[config.mk]
export PLATFORM = sky130hd
export DESIGN_NAME = pes_header_parser_flat
export DESIGN_NICKNAME = d
export VERILOG_FILES = /design/src/rtl/php_pkg.sv /design/src/rtl/php_if.sv /design/src/rtl/php_front.sv /design/src/rtl/php_queue.sv /design/src/rtl/php_back.sv /design/src/rtl/pes_header_parser.sv /design/src/flat_wrapper.sv
export VERILOG_INCLUDE_DIRS = /design/src /design/src/rtl
export SDC_FILE = /design/constraint.sdc
export NUM_CORES = 1
export LEC_CHECK = 0
export BUFFER_PORTS_ARGS = -buffer_cell sky130_fd_sc_hd__buf_2
export CORE_UTILIZATION = 65
export DETAILED_ROUTE_END_ITERATION = 12
export PLACE_DENSITY = 0.84
export SLEW_MARGIN = 20
export SYNTH_ARGS = -nofsm -noshare
export SYNTH_HDL_FRONTEND = slang
export SYNTH_SLANG_ARGS = --single-unit
[constraint.sdc]
create_clock -name clock -period 16.8 [get_ports clock]
set_input_delay 3.36 -clock clock [delete_from_list [all_inputs] [get_ports clock]]
set_output_delay 3.36 -clock clock [all_outputs]
set_load 0.05 [all_outputs]
[src/rtl/pes_header_parser_defines.svh]
// ---------------------------------------------------------------------------
// PES header parser - assertion macros
// Shared concurrent assertion forms, clocked on clock, disabled in reset.
// ---------------------------------------------------------------------------
`ifndef PES_HEADER_PARSER_DEFINES_SVH
`define PES_HEADER_PARSER_DEFINES_SVH

// same-cycle implication
`define PHP_ASSERT_IMP(lbl, ante, cons, msg) \
   lbl: assert property (@(posedge clock) disable iff (reset) (ante) |-> (cons)) else $error(msg);

// next-cycle implication
`define PHP_ASSERT_NXT(lbl, ante, cons, msg) \
   lbl: assert property (@(posedge clock) disable iff (reset) (ante) |=> (cons)) else $error(msg);

`endif

[src/rtl/php_pkg.sv]
// ---------------------------------------------------------------------------
// PES header parser package
// Sizes, stream kind codes, queue record type and header helper functions.
// ---------------------------------------------------------------------------
`timescale 1ns / 1ps

package php_pkg;

   localparam int unsigned MAX_PACKET_BYTES = 131072;
   localparam int unsigned POS_W = $clog2(MAX_PACKET_BYTES + 1);
   localparam int unsigned CMP_W = (POS_W > 18) ? POS_W : 18;
   localparam int unsigned QDEPTH = 2;
   localparam int unsigned QPTR_W = (QDEPTH > 1) ? $clog2(QDEPTH) : 1;
   localparam int unsigned QCNT_W = $clog2(QDEPTH + 1);

   localparam logic [1:0] KIND_VIDEO   = 2'd0;
   localparam logic [1:0] KIND_AUDIO   = 2'd1;
   localparam logic [1:0] KIND_PRIVATE = 2'd2;
   localparam logic [1:0] KIND_UNKNOWN = 2'd3;

   localparam logic [1:0] TF_PTS     = 2'd2;
   localparam logic [1:0] TF_PTS_DTS = 2'd3;

   // captured header of one packet, handed from front to back
   typedef struct packed {
      logic             start_ok;
      logic [7:0]       stream_id;
      logic [15:0]      declared_length;
      logic [7:0]       flag_a;
      logic [7:0]       flag_b;
      logic [7:0]       hdr_len;
      logic [32:0]      pts;
      logic [32:0]      dts;
      logic [23:0]      rate_bits;
      logic [POS_W-1:0] size;
   } snap_type;

   function automatic logic [3:0] pts_part(input logic [7:0] fb);
      logic [3:0] n;
      case (fb[7:6])
         TF_PTS:     n = 4'd5;
         TF_PTS_DTS: n = 4'd10;
         default:    n = 4'd0;
      endcase
      return n;
   endfunction

   function automatic logic [4:0] rate_offset(input logic [7:0] fb);
      return 5'd9 + {1'b0, pts_part(fb)} + (fb[5] ? 5'd6 : 5'd0);
   endfunction

   // one step of the 33-bit timestamp assembler
   function automatic logic [32:0] time_step(input logic [32:0] acc, input logic [2:0] k,
                                             input logic [7:0] b);
      logic [32:0] r;
      case (k)
         3'd0:       r = {30'd0, b[3:1]};
         3'd1, 3'd3: r = {acc[24:0], b};
         default:    r = {acc[25:0], b[7:1]};
      endcase
      return r;
   endfunction

endpackage

[src/rtl/php_if.sv]
// ---------------------------------------------------------------------------
// PES header parser channels
// Valid/ready channels for packet bytes in and header summaries out.
// ---------------------------------------------------------------------------
`timescale 1ns / 1ps

interface php_req_if;
   logic       valid;
   logic       ready;
   logic [7:0] data_byte;
   logic       last_byte;

   modport source (output valid, data_byte, last_byte, input ready);
   modport sink   (input valid, data_byte, last_byte, output ready);
endinterface

interface php_rsp_if;
   logic        valid;
   logic        ready;
   logic [1:0]  stream_kind;
   logic [7:0]  stream_id;
   logic        start_code_ok;
   logic        marker_ok;
   logic [5:0]  header_flags;
   logic [1:0]  time_flags;
   logic [32:0] pts_ticks;
   logic [32:0] dts_ticks;
   logic [17:0] es_rate_kib;
   logic [7:0]  padding_bytes;
   logic        length_matches;
   logic [17:0] payload_bytes;

   modport source (output valid, stream_kind, stream_id, start_code_ok, marker_ok,
                   header_flags, time_flags, pts_ticks, dts_ticks, es_rate_kib,
                   padding_bytes, length_matches, payload_bytes, input ready);
   modport sink   (input valid, stream_kind, stream_id, start_code_ok, marker_ok,
                   header_flags, time_flags, pts_ticks, dts_ticks, es_rate_kib,
                   padding_bytes, length_matches, payload_bytes, output ready);
endinterface

[src/rtl/php_front.sv]
// ---------------------------------------------------------------------------
// PES header parser front end
// Takes one byte per transfer, captures header fields by position and
// pushes the captured record on the final byte.
// ---------------------------------------------------------------------------
`timescale 1ns / 1ps

module php_front (
   input  logic                clock,
   input  logic                reset,
   php_req_if.sink             req,
   output logic                push_valid,
   input  logic                push_ready,
   output php_pkg::snap_type   push_data
);

   logic [php_pkg::POS_W-1:0] pos_ff, pos_in;
   logic [23:0]               sc_ff, sc_in;
   logic [7:0]                id_ff, id_in;
   logic [15:0]               dl_ff, dl_in;
   logic [7:0]                fa_ff, fa_in;
   logic [7:0]                fb_ff, fb_in;
   logic [7:0]                hl_ff, hl_in;
   logic [32:0]               pts_ff, pts_in;
   logic [32:0]               dts_ff, dts_in;
   logic [23:0]               rs_ff, rs_in;
   logic                      accept;
   logic [7:0]                b;
   logic [php_pkg::CMP_W-1:0] pos_x;
   logic [php_pkg::CMP_W-1:0] ro_x;

   assign req.ready = push_ready;
   assign accept    = req.valid && req.ready;
   assign b         = req.data_byte;
   assign pos_x     = php_pkg::CMP_W'(pos_ff);
   assign ro_x      = php_pkg::CMP_W'(php_pkg::rate_offset(fb_ff));

   always_comb begin
      pos_in = pos_ff;
      sc_in  = sc_ff;
      id_in  = id_ff;
      dl_in  = dl_ff;
      fa_in  = fa_ff;
      fb_in  = fb_ff;
      hl_in  = hl_ff;
      pts_in = pts_ff;
      dts_in = dts_ff;
      rs_in  = rs_ff;
      if (pos_x < php_pkg::CMP_W'(php_pkg::MAX_PACKET_BYTES)) begin
         case (pos_x)
            php_pkg::CMP_W'(0): sc_in[23:16] = b;
            php_pkg::CMP_W'(1): sc_in[15:8]  = b;
            php_pkg::CMP_W'(2): sc_in[7:0]   = b;
            php_pkg::CMP_W'(3): id_in        = b;
            php_pkg::CMP_W'(4): dl_in[15:8]  = b;
            php_pkg::CMP_W'(5): dl_in[7:0]   = b;
            php_pkg::CMP_W'(6): fa_in        = b;
            php_pkg::CMP_W'(7): fb_in        = b;
            php_pkg::CMP_W'(8): hl_in        = b;
            default: ;
         endcase
         if (pos_x >= php_pkg::CMP_W'(9) && pos_x < php_pkg::CMP_W'(14)) begin
            pts_in = php_pkg::time_step(pts_ff, 3'(pos_x - php_pkg::CMP_W'(9)), b);
         end
         if (pos_x >= php_pkg::CMP_W'(14) && pos_x < php_pkg::CMP_W'(19)) begin
            dts_in = php_pkg::time_step(dts_ff, 3'(pos_x - php_pkg::CMP_W'(14)), b);
         end
         if (pos_x >= php_pkg::CMP_W'(9) && pos_x >= ro_x
             && pos_x < ro_x + php_pkg::CMP_W'(3)) begin
            rs_in = {rs_ff[15:0], b};
         end
         pos_in = pos_ff + php_pkg::POS_W'(1);
      end
   end

   always_comb begin
      push_valid                = accept && req.last_byte;
      push_data.start_ok        = (sc_in == 24'h000001);
      push_data.stream_id       = id_in;
      push_data.declared_length = dl_in;
      push_data.flag_a          = fa_in;
      push_data.flag_b          = fb_in;
      push_data.hdr_len         = hl_in;
      push_data.pts             = pts_in;
      push_data.dts             = dts_in;
      push_data.rate_bits       = rs_in;
      push_data.size            = pos_in;
   end

   always_ff @(posedge clock) begin
      if (reset || (accept && req.last_byte)) begin
         pos_ff <= '0;
         sc_ff  <= '0;
         id_ff  <= '0;
         dl_ff  <= '0;
         fa_ff  <= '0;
         fb_ff  <= '0;
         hl_ff  <= '0;
         pts_ff <= '0;
         dts_ff <= '0;
         rs_ff  <= '0;
      end else if (accept) begin
         pos_ff <= pos_in;
         sc_ff  <= sc_in;
         id_ff  <= id_in;
         dl_ff  <= dl_in;
         fa_ff  <= fa_in;
         fb_ff  <= fb_in;
         hl_ff  <= hl_in;
         pts_ff <= pts_in;
         dts_ff <= dts_in;
         rs_ff  <= rs_in;
      end
   end

endmodule

[src/rtl/php_queue.sv]
// ---------------------------------------------------------------------------
// PES header parser record queue
// Short FIFO of captured headers between the front and back ends.
// ---------------------------------------------------------------------------
`timescale 1ns / 1ps
`include "pes_header_parser_defines.svh"

module php_queue (
   input  logic              clock,
   input  logic              reset,
   input  logic              push_valid,
   output logic              push_ready,
   input  php_pkg::snap_type push_data,
   output logic              pop_valid,
   input  logic              pop_ready,
   output php_pkg::snap_type pop_data
);

   php_pkg::snap_type          mem_ff [php_pkg::QDEPTH];
   logic [php_pkg::QPTR_W-1:0] wr_ptr_ff, rd_ptr_ff;
   logic [php_pkg::QCNT_W-1:0] count_ff;
   logic                       push_en, pop_en;

   assign push_ready = (count_ff != php_pkg::QCNT_W'(php_pkg::QDEPTH));
   assign pop_valid  = (count_ff != '0);
   assign push_en    = push_valid && push_ready;
   assign pop_en     = pop_valid && pop_ready;
   assign pop_data   = mem_ff[rd_ptr_ff];

   function automatic logic [php_pkg::QPTR_W-1:0] bump(input logic [php_pkg::QPTR_W-1:0] p);
      return (p == php_pkg::QPTR_W'(php_pkg::QDEPTH - 1)) ? '0 : p + php_pkg::QPTR_W'(1);
   endfunction

   always_ff @(posedge clock) begin
      if (push_en) begin
         mem_ff[wr_ptr_ff] <= push_data;
      end
   end

   always_ff @(posedge clock) begin
      if (reset) begin
         wr_ptr_ff <= '0;
         rd_ptr_ff <= '0;
         count_ff  <= '0;
      end else begin
         if (push_en) begin
            wr_ptr_ff <= bump(wr_ptr_ff);
         end
         if (pop_en) begin
            rd_ptr_ff <= bump(rd_ptr_ff);
         end
         if (push_en && !pop_en) begin
            count_ff <= count_ff + php_pkg::QCNT_W'(1);
         end else if (pop_en && !push_en) begin
            count_ff <= count_ff - php_pkg::QCNT_W'(1);
         end
      end
   end

   `PHP_ASSERT_IMP(a_q_cap, 1'b1, count_ff <= php_pkg::QCNT_W'(php_pkg::QDEPTH), "queue over depth")
   `PHP_ASSERT_NXT(a_q_inc, push_en && !pop_en, count_ff == $past(count_ff) + php_pkg::QCNT_W'(1), "queue count missed a push")
   `PHP_ASSERT_NXT(a_q_dec, pop_en && !push_en, count_ff == $past(count_ff) - php_pkg::QCNT_W'(1), "queue count missed a pop")

endmodule

[src/rtl/php_back.sv]
// ---------------------------------------------------------------------------
// PES header parser back end
// Turns a captured header into the summary and holds it in the output
// register until the transfer completes.
// ---------------------------------------------------------------------------
`timescale 1ns / 1ps

module php_back (
   input  logic              clock,
   input  logic              reset,
   input  logic              pop_valid,
   output logic              pop_ready,
   input  php_pkg::snap_type pop_data,
   php_rsp_if.source         rsp
);

   logic                      rsp_valid_ff;
   logic [1:0]                kind_ff, kind_in;
   logic [7:0]                id_ff;
   logic                      sc_ok_ff;
   logic                      marker_ff, marker_in;
   logic [5:0]                hflags_ff, hflags_in;
   logic [1:0]                tf_ff, tf_in;
   logic [32:0]               pts_ff, pts_in;
   logic [32:0]               dts_ff, dts_in;
   logic [17:0]               rate_ff, rate_in;
   logic [7:0]                pad_ff, pad_in;
   logic                      len_ok_ff, len_ok_in;
   logic [17:0]               payload_ff, payload_in;
   logic                      load;
   logic                      known;
   logic [7:0]                id;
   logic [7:0]                fb;
   logic [4:0]                head;
   logic [php_pkg::CMP_W-1:0] size_x;
   logic [php_pkg::CMP_W-1:0] need_x;
   logic [27:0]               prod;

   assign pop_ready = !rsp_valid_ff || rsp.ready;
   assign load      = pop_valid && pop_ready;
   assign id        = pop_data.stream_id;
   assign fb        = pop_data.flag_b;
   assign size_x    = php_pkg::CMP_W'(pop_data.size);
   assign prod      = 28'(pop_data.rate_bits[22:1]) * 28'd50;

   always_comb begin
      if (id[7:4] == 4'hE) begin
         kind_in = php_pkg::KIND_VIDEO;
      end else if (id[7:5] == 3'b110) begin
         kind_in = php_pkg::KIND_AUDIO;
      end else if (id == 8'hBD) begin
         kind_in = php_pkg::KIND_PRIVATE;
      end else begin
         kind_in = php_pkg::KIND_UNKNOWN;
      end
      known = (kind_in != php_pkg::KIND_UNKNOWN);

      head = {1'b0, php_pkg::pts_part(fb)} + (fb[5] ? 5'd6 : 5'd0) + (fb[4] ? 5'd3 : 5'd0)
             + {4'd0, fb[3]} + {4'd0, fb[2]} + (fb[1] ? 5'd2 : 5'd0);
      need_x = php_pkg::CMP_W'(php_pkg::rate_offset(fb)) + php_pkg::CMP_W'(3);

      marker_in = 1'b0;
      hflags_in = '0;
      tf_in     = '0;
      pts_in    = '0;
      dts_in    = '0;
      rate_in   = '0;
      pad_in    = '0;
      if (known) begin
         marker_in = (pop_data.flag_a[7:6] == 2'b10);
         hflags_in = pop_data.flag_a[5:0];
         tf_in     = fb[7:6];
         if (fb[4] && size_x >= need_x) begin
            rate_in = prod[27:10];
         end
         if (pop_data.hdr_len > {3'd0, head}) begin
            pad_in = pop_data.hdr_len - {3'd0, head};
         end
         if (fb[7] && size_x >= php_pkg::CMP_W'(14)) begin
            pts_in = pop_data.pts;
         end
         if (fb[7:6] == php_pkg::TF_PTS_DTS && size_x >= php_pkg::CMP_W'(19)) begin
            dts_in = pop_data.dts;
         end
      end else begin
         head = '0;
      end

      len_ok_in = (php_pkg::CMP_W'(pop_data.declared_length) + php_pkg::CMP_W'(6) == size_x);
      if (size_x > php_pkg::CMP_W'(9) + php_pkg::CMP_W'(head)) begin
         payload_in = 18'(size_x - php_pkg::CMP_W'(9) - php_pkg::CMP_W'(head));
      end else begin
         payload_in = '0;
      end
   end

   always_ff @(posedge clock) begin
      if (reset) begin
         rsp_valid_ff <= 1'b0;
      end else if (load) begin
         rsp_valid_ff <= 1'b1;
      end else if (rsp.ready) begin
         rsp_valid_ff <= 1'b0;
      end
   end

   always_ff @(posedge clock) begin
      if (load) begin
         kind_ff    <= kind_in;
         id_ff      <= id;
         sc_ok_ff   <= pop_data.start_ok;
         marker_ff  <= marker_in;
         hflags_ff  <= hflags_in;
         tf_ff      <= tf_in;
         pts_ff     <= pts_in;
         dts_ff     <= dts_in;
         rate_ff    <= rate_in;
         pad_ff     <= pad_in;
         len_ok_ff  <= len_ok_in;
         payload_ff <= payload_in;
      end
   end

   assign rsp.valid          = rsp_valid_ff;
   assign rsp.stream_kind    = kind_ff;
   assign rsp.stream_id      = id_ff;
   assign rsp.start_code_ok  = sc_ok_ff;
   assign rsp.marker_ok      = marker_ff;
   assign rsp.header_flags   = hflags_ff;
   assign rsp.time_flags     = tf_ff;
   assign rsp.pts_ticks      = pts_ff;
   assign rsp.dts_ticks      = dts_ff;
   assign rsp.es_rate_kib    = rate_ff;
   assign rsp.padding_bytes  = pad_ff;
   assign rsp.length_matches = len_ok_ff;
   assign rsp.payload_bytes  = payload_ff;

endmodule

[src/rtl/pes_header_parser.sv]
// ---------------------------------------------------------------------------
// PES header parser
// Reads PES packet bytes and emits one header summary per packet.
// ---------------------------------------------------------------------------
// channel  dir  handshake            payload
// req_bus  in   valid/ready          data_byte, last_byte
// rsp_bus  out  valid/ready          stream summary, twelve fields
//
// One byte is taken every cycle while req_bus.ready is high.
// The summary goes through the header queue and the output register.
// Reset is synchronous; it clears all state but queue and summary data.
// req_bus.ready drops only while the two-entry header queue is full.
// ---------------------------------------------------------------------------
`timescale 1ns / 1ps

module pes_header_parser (
   input  logic       clock,
   input  logic       reset,
   php_req_if.sink    req_bus,
   php_rsp_if.source  rsp_bus
);

   logic              push_valid, push_ready;
   logic              pop_valid, pop_ready;
   php_pkg::snap_type push_data, pop_data;

   php_front u_front (
      .clock      (clock),
      .reset      (reset),
      .req        (req_bus),
      .push_valid (push_valid),
      .push_ready (push_ready),
      .push_data  (push_data)
   );

   php_queue u_queue (
      .clock      (clock),
      .reset      (reset),
      .push_valid (push_valid),
      .push_ready (push_ready),
      .push_data  (push_data),
      .pop_valid  (pop_valid),
      .pop_ready  (pop_ready),
      .pop_data   (pop_data)
   );

   php_back u_back (
      .clock     (clock),
      .reset     (reset),
      .pop_valid (pop_valid),
      .pop_ready (pop_ready),
      .pop_data  (pop_data),
      .rsp       (rsp_bus)
   );

endmodule

[src/flat_wrapper.sv]
// flat-port wrapper written by rule: the top's interface ports become plain ports
module pes_header_parser_flat 
  (clock, reset, req_bus_valid, req_bus_data_byte, req_bus_last_byte, req_bus_ready, rsp_bus_valid, rsp_bus_stream_kind, rsp_bus_stream_id, rsp_bus_start_code_ok, rsp_bus_marker_ok, rsp_bus_header_flags, rsp_bus_time_flags, rsp_bus_pts_ticks, rsp_bus_dts_ticks, rsp_bus_es_rate_kib, rsp_bus_padding_bytes, rsp_bus_length_matches, rsp_bus_payload_bytes, rsp_bus_ready);
  php_req_if req_bus_i ();
  php_rsp_if rsp_bus_i ();
  input  logic clock;
  input  logic reset;
  input wire logic [$bits(req_bus_i.valid)-1:0] req_bus_valid;
  input wire logic [$bits(req_bus_i.data_byte)-1:0] req_bus_data_byte;
  input wire logic [$bits(req_bus_i.last_byte)-1:0] req_bus_last_byte;
  output wire logic [$bits(req_bus_i.ready)-1:0] req_bus_ready;
  output wire logic [$bits(rsp_bus_i.valid)-1:0] rsp_bus_valid;
  output wire logic [$bits(rsp_bus_i.stream_kind)-1:0] rsp_bus_stream_kind;
  output wire logic [$bits(rsp_bus_i.stream_id)-1:0] rsp_bus_stream_id;
  output wire logic [$bits(rsp_bus_i.start_code_ok)-1:0] rsp_bus_start_code_ok;
  output wire logic [$bits(rsp_bus_i.marker_ok)-1:0] rsp_bus_marker_ok;
  output wire logic [$bits(rsp_bus_i.header_flags)-1:0] rsp_bus_header_flags;
  output wire logic [$bits(rsp_bus_i.time_flags)-1:0] rsp_bus_time_flags;
  output wire logic [$bits(rsp_bus_i.pts_ticks)-1:0] rsp_bus_pts_ticks;
  output wire logic [$bits(rsp_bus_i.dts_ticks)-1:0] rsp_bus_dts_ticks;
  output wire logic [$bits(rsp_bus_i.es_rate_kib)-1:0] rsp_bus_es_rate_kib;
  output wire logic [$bits(rsp_bus_i.padding_bytes)-1:0] rsp_bus_padding_bytes;
  output wire logic [$bits(rsp_bus_i.length_matches)-1:0] rsp_bus_length_matches;
  output wire logic [$bits(rsp_bus_i.payload_bytes)-1:0] rsp_bus_payload_bytes;
  input wire logic [$bits(rsp_bus_i.ready)-1:0] rsp_bus_ready;
  assign req_bus_i.valid = req_bus_valid;
  assign req_bus_i.data_byte = req_bus_data_byte;
  assign req_bus_i.last_byte = req_bus_last_byte;
  assign req_bus_ready = req_bus_i.ready;
  assign rsp_bus_valid = rsp_bus_i.valid;
  assign rsp_bus_stream_kind = rsp_bus_i.stream_kind;
  assign rsp_bus_stream_id = rsp_bus_i.stream_id;
  assign rsp_bus_start_code_ok = rsp_bus_i.start_code_ok;
  assign rsp_bus_marker_ok = rsp_bus_i.marker_ok;
  assign rsp_bus_header_flags = rsp_bus_i.header_flags;
  assign rsp_bus_time_flags = rsp_bus_i.time_flags;
  assign rsp_bus_pts_ticks = rsp_bus_i.pts_ticks;
  assign rsp_bus_dts_ticks = rsp_bus_i.dts_ticks;
  assign rsp_bus_es_rate_kib = rsp_bus_i.es_rate_kib;
  assign rsp_bus_padding_bytes = rsp_bus_i.padding_bytes;
  assign rsp_bus_length_matches = rsp_bus_i.length_matches;
  assign rsp_bus_payload_bytes = rsp_bus_i.payload_bytes;
  assign rsp_bus_i.ready = rsp_bus_ready;
  pes_header_parser u_core (.clock(clock), .reset(reset), .req_bus(req_bus_i), .rsp_bus(rsp_bus_i));
endmodule
### Word-level counts from Yosys, hierarchy flattened

Memory sizes are Yosys's and may differ from the RTL's. A register that Yosys moved wholly into a read port is not among the register bits.
Cells that the tools add are included.

* reductions and logical operators: 30
* equality and inequality tests: 24
* mux-type cells: 44
* magnitude comparators: 12
* add/sub/neg operators: 23
* multipliers: 1

Operators with widths (number)
* 33-bit two-way mux: 4
* 33-bit one-hot mux with 2 select lines: 2
* 8-bit two-way mux: 13
* 18-bit by 3-bit equality test with 1-bit output, second input constant: 4
* 24-bit two-way mux: 3
* 18-bit by 4-bit greater-or-equal comparator with 1-bit output, second input constant: 3
* 18-bit by 2-bit equality test with 1-bit output, second input constant: 2
* 22-bit by 5-bit multiplier with 27-bit output, second input constant: 1
* 24-bit by 1-bit equality test with 1-bit output, second input constant: 1
* 18-bit by 1-bit adder with 18-bit output, second input constant: 1
* 17-bit by 18-bit equality test with 1-bit output: 1
* 18-bit by 1-bit equality test with 1-bit output, second input constant: 1
* 18-bit by 4-bit equality test with 1-bit output, second input constant: 1
* 18-bit by 5-bit greater-or-equal comparator with 1-bit output: 1
* 18-bit by 5-bit greater-or-equal comparator with 1-bit output, second input constant: 1
* 18-bit by 6-bit greater-or-equal comparator with 1-bit output: 1
* 18-bit by 6-bit greater-than comparator with 1-bit output: 1
* 18-bit zero test: 1
* 18-bit < comparator, second input constant: 1
* 18-bit by 4-bit < comparator with 1-bit output, second input constant: 1
* 18-bit by 5-bit < comparator with 1-bit output, second input constant: 1
* 18-bit by 6-bit < comparator with 1-bit output: 1
* 18-bit two-way mux: 1
* 18-bit by 4-bit subtractor with 18-bit output, second input constant: 1
* other kinds (36): 86

* logic and storage cells: 161
* memories kept: 1
* memory bits (writable): 314
* output and inout bits: 133
* flip-flop bits (word level): 316

Memory list
* u_core.u_queue.mem_ff: depth 2, bits a word 157, read ports 1, clocked after memory_dff 1, write ports 1, line php_queue.sv:19 `php_pkg::snap_type mem_ff [php_pkg::QDEPTH];`

### Depth between registers and ports, before layout

* depth in word-level cells: 10
* mapped depth: 25

### Cells and area by module

Synthesis repeated with hierarchy kept, for this count alone.

* cells, all modules: 2573
* area, all modules: 30764.5 um^2

By module, submodules not included
* php_queue: times used 1, area each 11591.1 um^2, cells each 512
* php_front: times used 1, area each 9997.1 um^2, cells each 1189
* php_back: times used 1, area each 9176.3 um^2, cells each 872

### Worst setup path after synthesis

No wires, ideal clock.

* path kind: input-to-reg
* from: input port req_bus_valid
* to: memory u_core.u_queue.mem_ff[0][0] in the netlist's numbering, enable pin
* arrival: 10.273 ns
* buffers on the path: 1
* stages: 4
* setup time: 0.670 ns
* slack: 5.857 ns
* path through: and2_1 > clkbuf_1 > nand2_1 > nor2_1

* word-level cells in the longest chain between the ends: 5

Ends and longest elaborated chain
* start: declaration: line flat_wrapper.sv:8 `input wire logic [$bits(req_bus_i.valid)-1:0] req_bus_valid;`
* 1-bit logical AND: line php_front.sv:33 `assign accept = req.valid && req.ready;`
* 1-bit logical AND: line php_front.sv:77 `push_valid = accept && req.last_byte;`
* 1-bit logical AND: line php_queue.sv:26 `assign push_en = push_valid && push_ready;`
* 1-bit two-way mux: line php_queue.sv:35 `if (push_en) begin`
* 1-bit two-way mux (implied by the code): line php_queue.sv:36 `mem_ff[wr_ptr_ff] <= push_data;`
* end: declaration: line php_queue.sv:19

No other way between the ends.

==> results.ini <==
[grt]
antenna_found_initial = 2
grt_use_total = 0.278
grt_max_degree = 110
grt_pass1_vias = 19478
grt_overflow = 0
grt_pass1_wl_microns = 103000

[placement]
hpwl_microns = 41100
port_buffers = 145
dp_slack_ns = 10.19
place_congestion = 0.861

[timing]
slew_headroom = 0.340
max_freq_mhz = 160
slew_violations = 0
fin_crit_sh = 0.372
setup_tns_ns = 0
fin_crit_ns = 6.26
fin_skew_ns = 0.0305
setup_violations = 0
tightest_slew_ns = 0.989
rsz0062_at_grt = no
finalWorstSetupSlack_ns = 10.54
final_hold_viol_count = 0

[critical_path]
rr_worst_depth = 17
endpoint = u_core.u_back.rsp.payload_bytes[13]
cp.required_ns = 17.14
rr_endpoint = u_core.u_back.rsp.payload_bytes[13]
critPathKind = register to register
crit_path_end_kind = register
r2r_slack_ns = 10.54
cp.arrival_ns = 6.59
cp-start-kind = register
crit_fanout = 55

[cts]
htreeDepth = 2
cts_hold_buf = 0
postCtsSetupBuffers = 0
cts_buffers = 60
clock_latency_ns = 0.64
cts_resized = 0
clock_path_buffers = 3
clock_sinks = 623
cts_tree = done
cts_root_buf = clkbuf_16
path_clk_slew_ns = 0.06

[yosys]
synth-seq-cells = 623
synth_enable_flop_cells = 439
async_flop_share = 0
ys_warn_count = 0
ys_types = 71
syn_avg_cell_area_sq_um = 11.6
syn-cell-area_sq_um = 29600
netlist_instances = 2549
ys.flop_type = edfxtp_1
yosysSeqAreaShare = 0.570
syn-num-nets = 2714

[routing]
drt_iter0_markers = 1840
viasPerCell = 6.06
drtPass1Iterations = 6
wl_microns = 64900
route.detailed.wl_per_inst_microns = 19.8
drc = 0
ant_nets = 0
dr_total_vias = 19878

[pwr]
internal_power_mw = 3.34
ir_drop_uv = 220
leakage_nw = 12.1
p_sw_mw = 2.12
power_mw = 5.46
comb_power_share = 0.387
p_per_area_nw_per_um2 = 167
pwr-share-clk = 0.248
seq_power_share = 0.365
switching_share = 0.388

[die]
start_util = 0.664
placementRows = 77
coreArea_sq_um = 44500
die-width_microns = 215
fp.dieH_microns = 215
io_pins = 146
die_area_sq_um = 46300

[cells_and_area]
nets = 2797
syn_to_final_growth_pct = 10.4
drive_gt1_frac = 0.145

[job]
maxCapViolations = 0

[min_path]
min_from = u_core.u_front.hl_ff[3]
hold_class = register to register

[status]
status = finished, final reports clean

cells by family after synthesis:
kind of cell / count (synthesis) / synth area share
buffers and inverters: 266 / 0.0365
XOR/XNOR: 113 / 0.0335
AO/OA/AOI/OAI: 466 / 0.101
AND/OR/NAND/NOR: 696 / 0.105
flip-flops: 623 / 0.570
adder cells (fa/ha/maj): 152 / 0.0702
multiplexers: 233 / 0.0833
worst min path at each step:
stage / end / depth (start not counted)
floorplan: u_core.u_front.sc_ff[0] / 2
global placement: u_core.u_front.sc_ff[0] / 2
detailed placement: u_core.u_front.fa_ff[7] / 2
CTS: u_core.u_front.dl_ff[2] / 2
global route: u_core.u_front.dl_ff[2] / 2
finish: u_core.u_front.hl_ff[3] / 2
sequential cells by signal, summed over array words and instances, names as in the netlist, 16 cells and up, named ones only:
register / cells
u_core.u_back.rsp.dts_ticks: 33
u_core.u_queue.mem_ff: 308
u_core.u_back.rsp.pts_ticks: 33
u_core.u_front.dl_ff: 16
u_core.u_front.pts_ff: 33
u_core.u_front.rs_ff: 22
u_core.u_front.pos_ff: 18
u_core.u_back.rsp.payload_bytes: 18
u_core.u_front.dts_ff: 33
u_core.u_front.sc_ff: 24
u_core.u_back.rsp.es_rate_kib: 18
layout make-up:
type / instances / area [sq um]
Clock inverter: 27 / 241
Sequential cell: 623 / 16900
Multi-Input combinational cell: 1660 / 11700
Fill cell: 2938 / 11900
Inverter: 121 / 459
Tap cell: 592 / 741
Timing Repair Buffer: 166 / 887
Antenna cell: 2 / 5.00
Clock buffer: 87 / 1760
synthesized netlist by cell type, types with 3 or more instances:
cell type | number | area, sq um
o22ai_1 | 4 | 25.0
o211ai_1 | 3 | 22.5
dfxtp_1 | 184 | 3680
buf_2 | 35 | 175
xor2_1 | 54 | 473
xnor2_1 | 59 | 517
and3_1 | 12 | 75.1
fa_1 | 23 | 460
a21oi_1 | 121 | 606
or3_1 | 16 | 100
buf_6 | 4 | 45.0
edfxtp_1 | 439 | 13200
nor2_1 | 268 | 1010
nor2b_1 | 14 | 87.6
nand4b_1 | 3 | 26.3
mux2_2 | 95 | 1070
clkbuf_1 | 90 | 338
nand3b_1 | 4 | 30.0
mux2i_1 | 137 | 1370
ha_1 | 129 | 1610
a211o_1 | 3 | 26.3
o31ai_1 | 26 | 195
nand2_1 | 244 | 916
nand3_1 | 31 | 155
nor2_2 | 3 | 18.8
nor4_1 | 10 | 62.6
nor3_1 | 17 | 85.1
nand4_1 | 31 | 194
and4_1 | 4 | 35.0
nor3b_1 | 3 | 22.5
inv_1 | 121 | 454
a31oi_1 | 11 | 68.8
o21a_1 | 6 | 45.0
a211oi_1 | 77 | 578
a21o_1 | 19 | 143
o21ai_0 | 102 | 510
nand2b_1 | 16 | 100
and2_1 | 7 | 43.8
buf_1 | 14 | 52.6
a22oi_1 | 67 | 503
critical path, stage by stage (launching register included):
cell and delay, ns:
dfxtp_4 0.87, mux2i_1 0.44, nand2b_1 0.25, inv_1 0.13
fa_1 0.59, fa_1 0.43, ha_1 0.25, fa_1 0.38
xnor2_1 0.29, nor2_1 0.13, a31oi_1 0.23, xor2_1 0.17
ha_1 0.26, and3_1 0.18, a221oi_1 0.25, o21ai_0 0.19
a211oi_4 0.69, nor2_1 0.13
cells in the final DEF (no fill, tap or decap), drive strengths merged, types with 17 or more instances in the layout:
cell type	count
buf	166
nand3	32
clkbuf	87
dfxtp	184
a21oi	122
a21o	19
mux2	95
nand2	244
clkinv	19
nand4	31
a211oi	79
mux2i	138
or3	17
fa	23
nor2	271
xor2	54
ha	129
nor3	17
a22oi	67
edfxtp	439
o31ai	26
o21ai	105
xnor2	59
inv	126
power groups by stage:
| stage | clock, mW | sequential (mW) | combinational [mW] |
|---|---|---|---|
| floorplan | 0 | 2.55 | 1.15 |
| global placement | 0 | 2.02 | 2.05 |
| detailed placement | 0 | 2.03 | 2.10 |
| CTS | 1.37 | 2.00 | 2.11 |
| global route | 1.43 | 2.02 | 2.30 |
| finish | 1.35 | 2.00 | 2.11 |
metrics by stage:
step	cells	hold WS, ns	cell area (sq um)	util
floorplan	2549	0.427	29600	-
finish	3278	0.455	32700	0.734
global placement	3162	0.434	30600	0.688
detailed placement	3162	0.440	30600	0.688
global route	3278	0.468	32700	0.734
CTS	3276	0.452	32600	0.733
routing by layer:
layer	vias to the layer above	track usage	share of wire
li1	9350	-	-
met1	9640	0.358	0.40
met2	736	0.476	0.51
met3	152	0.0374	0.060
met4	0	0.110	0.033
met5	-	0	0
Note: power is estimated with default switching activity, not from simulation.
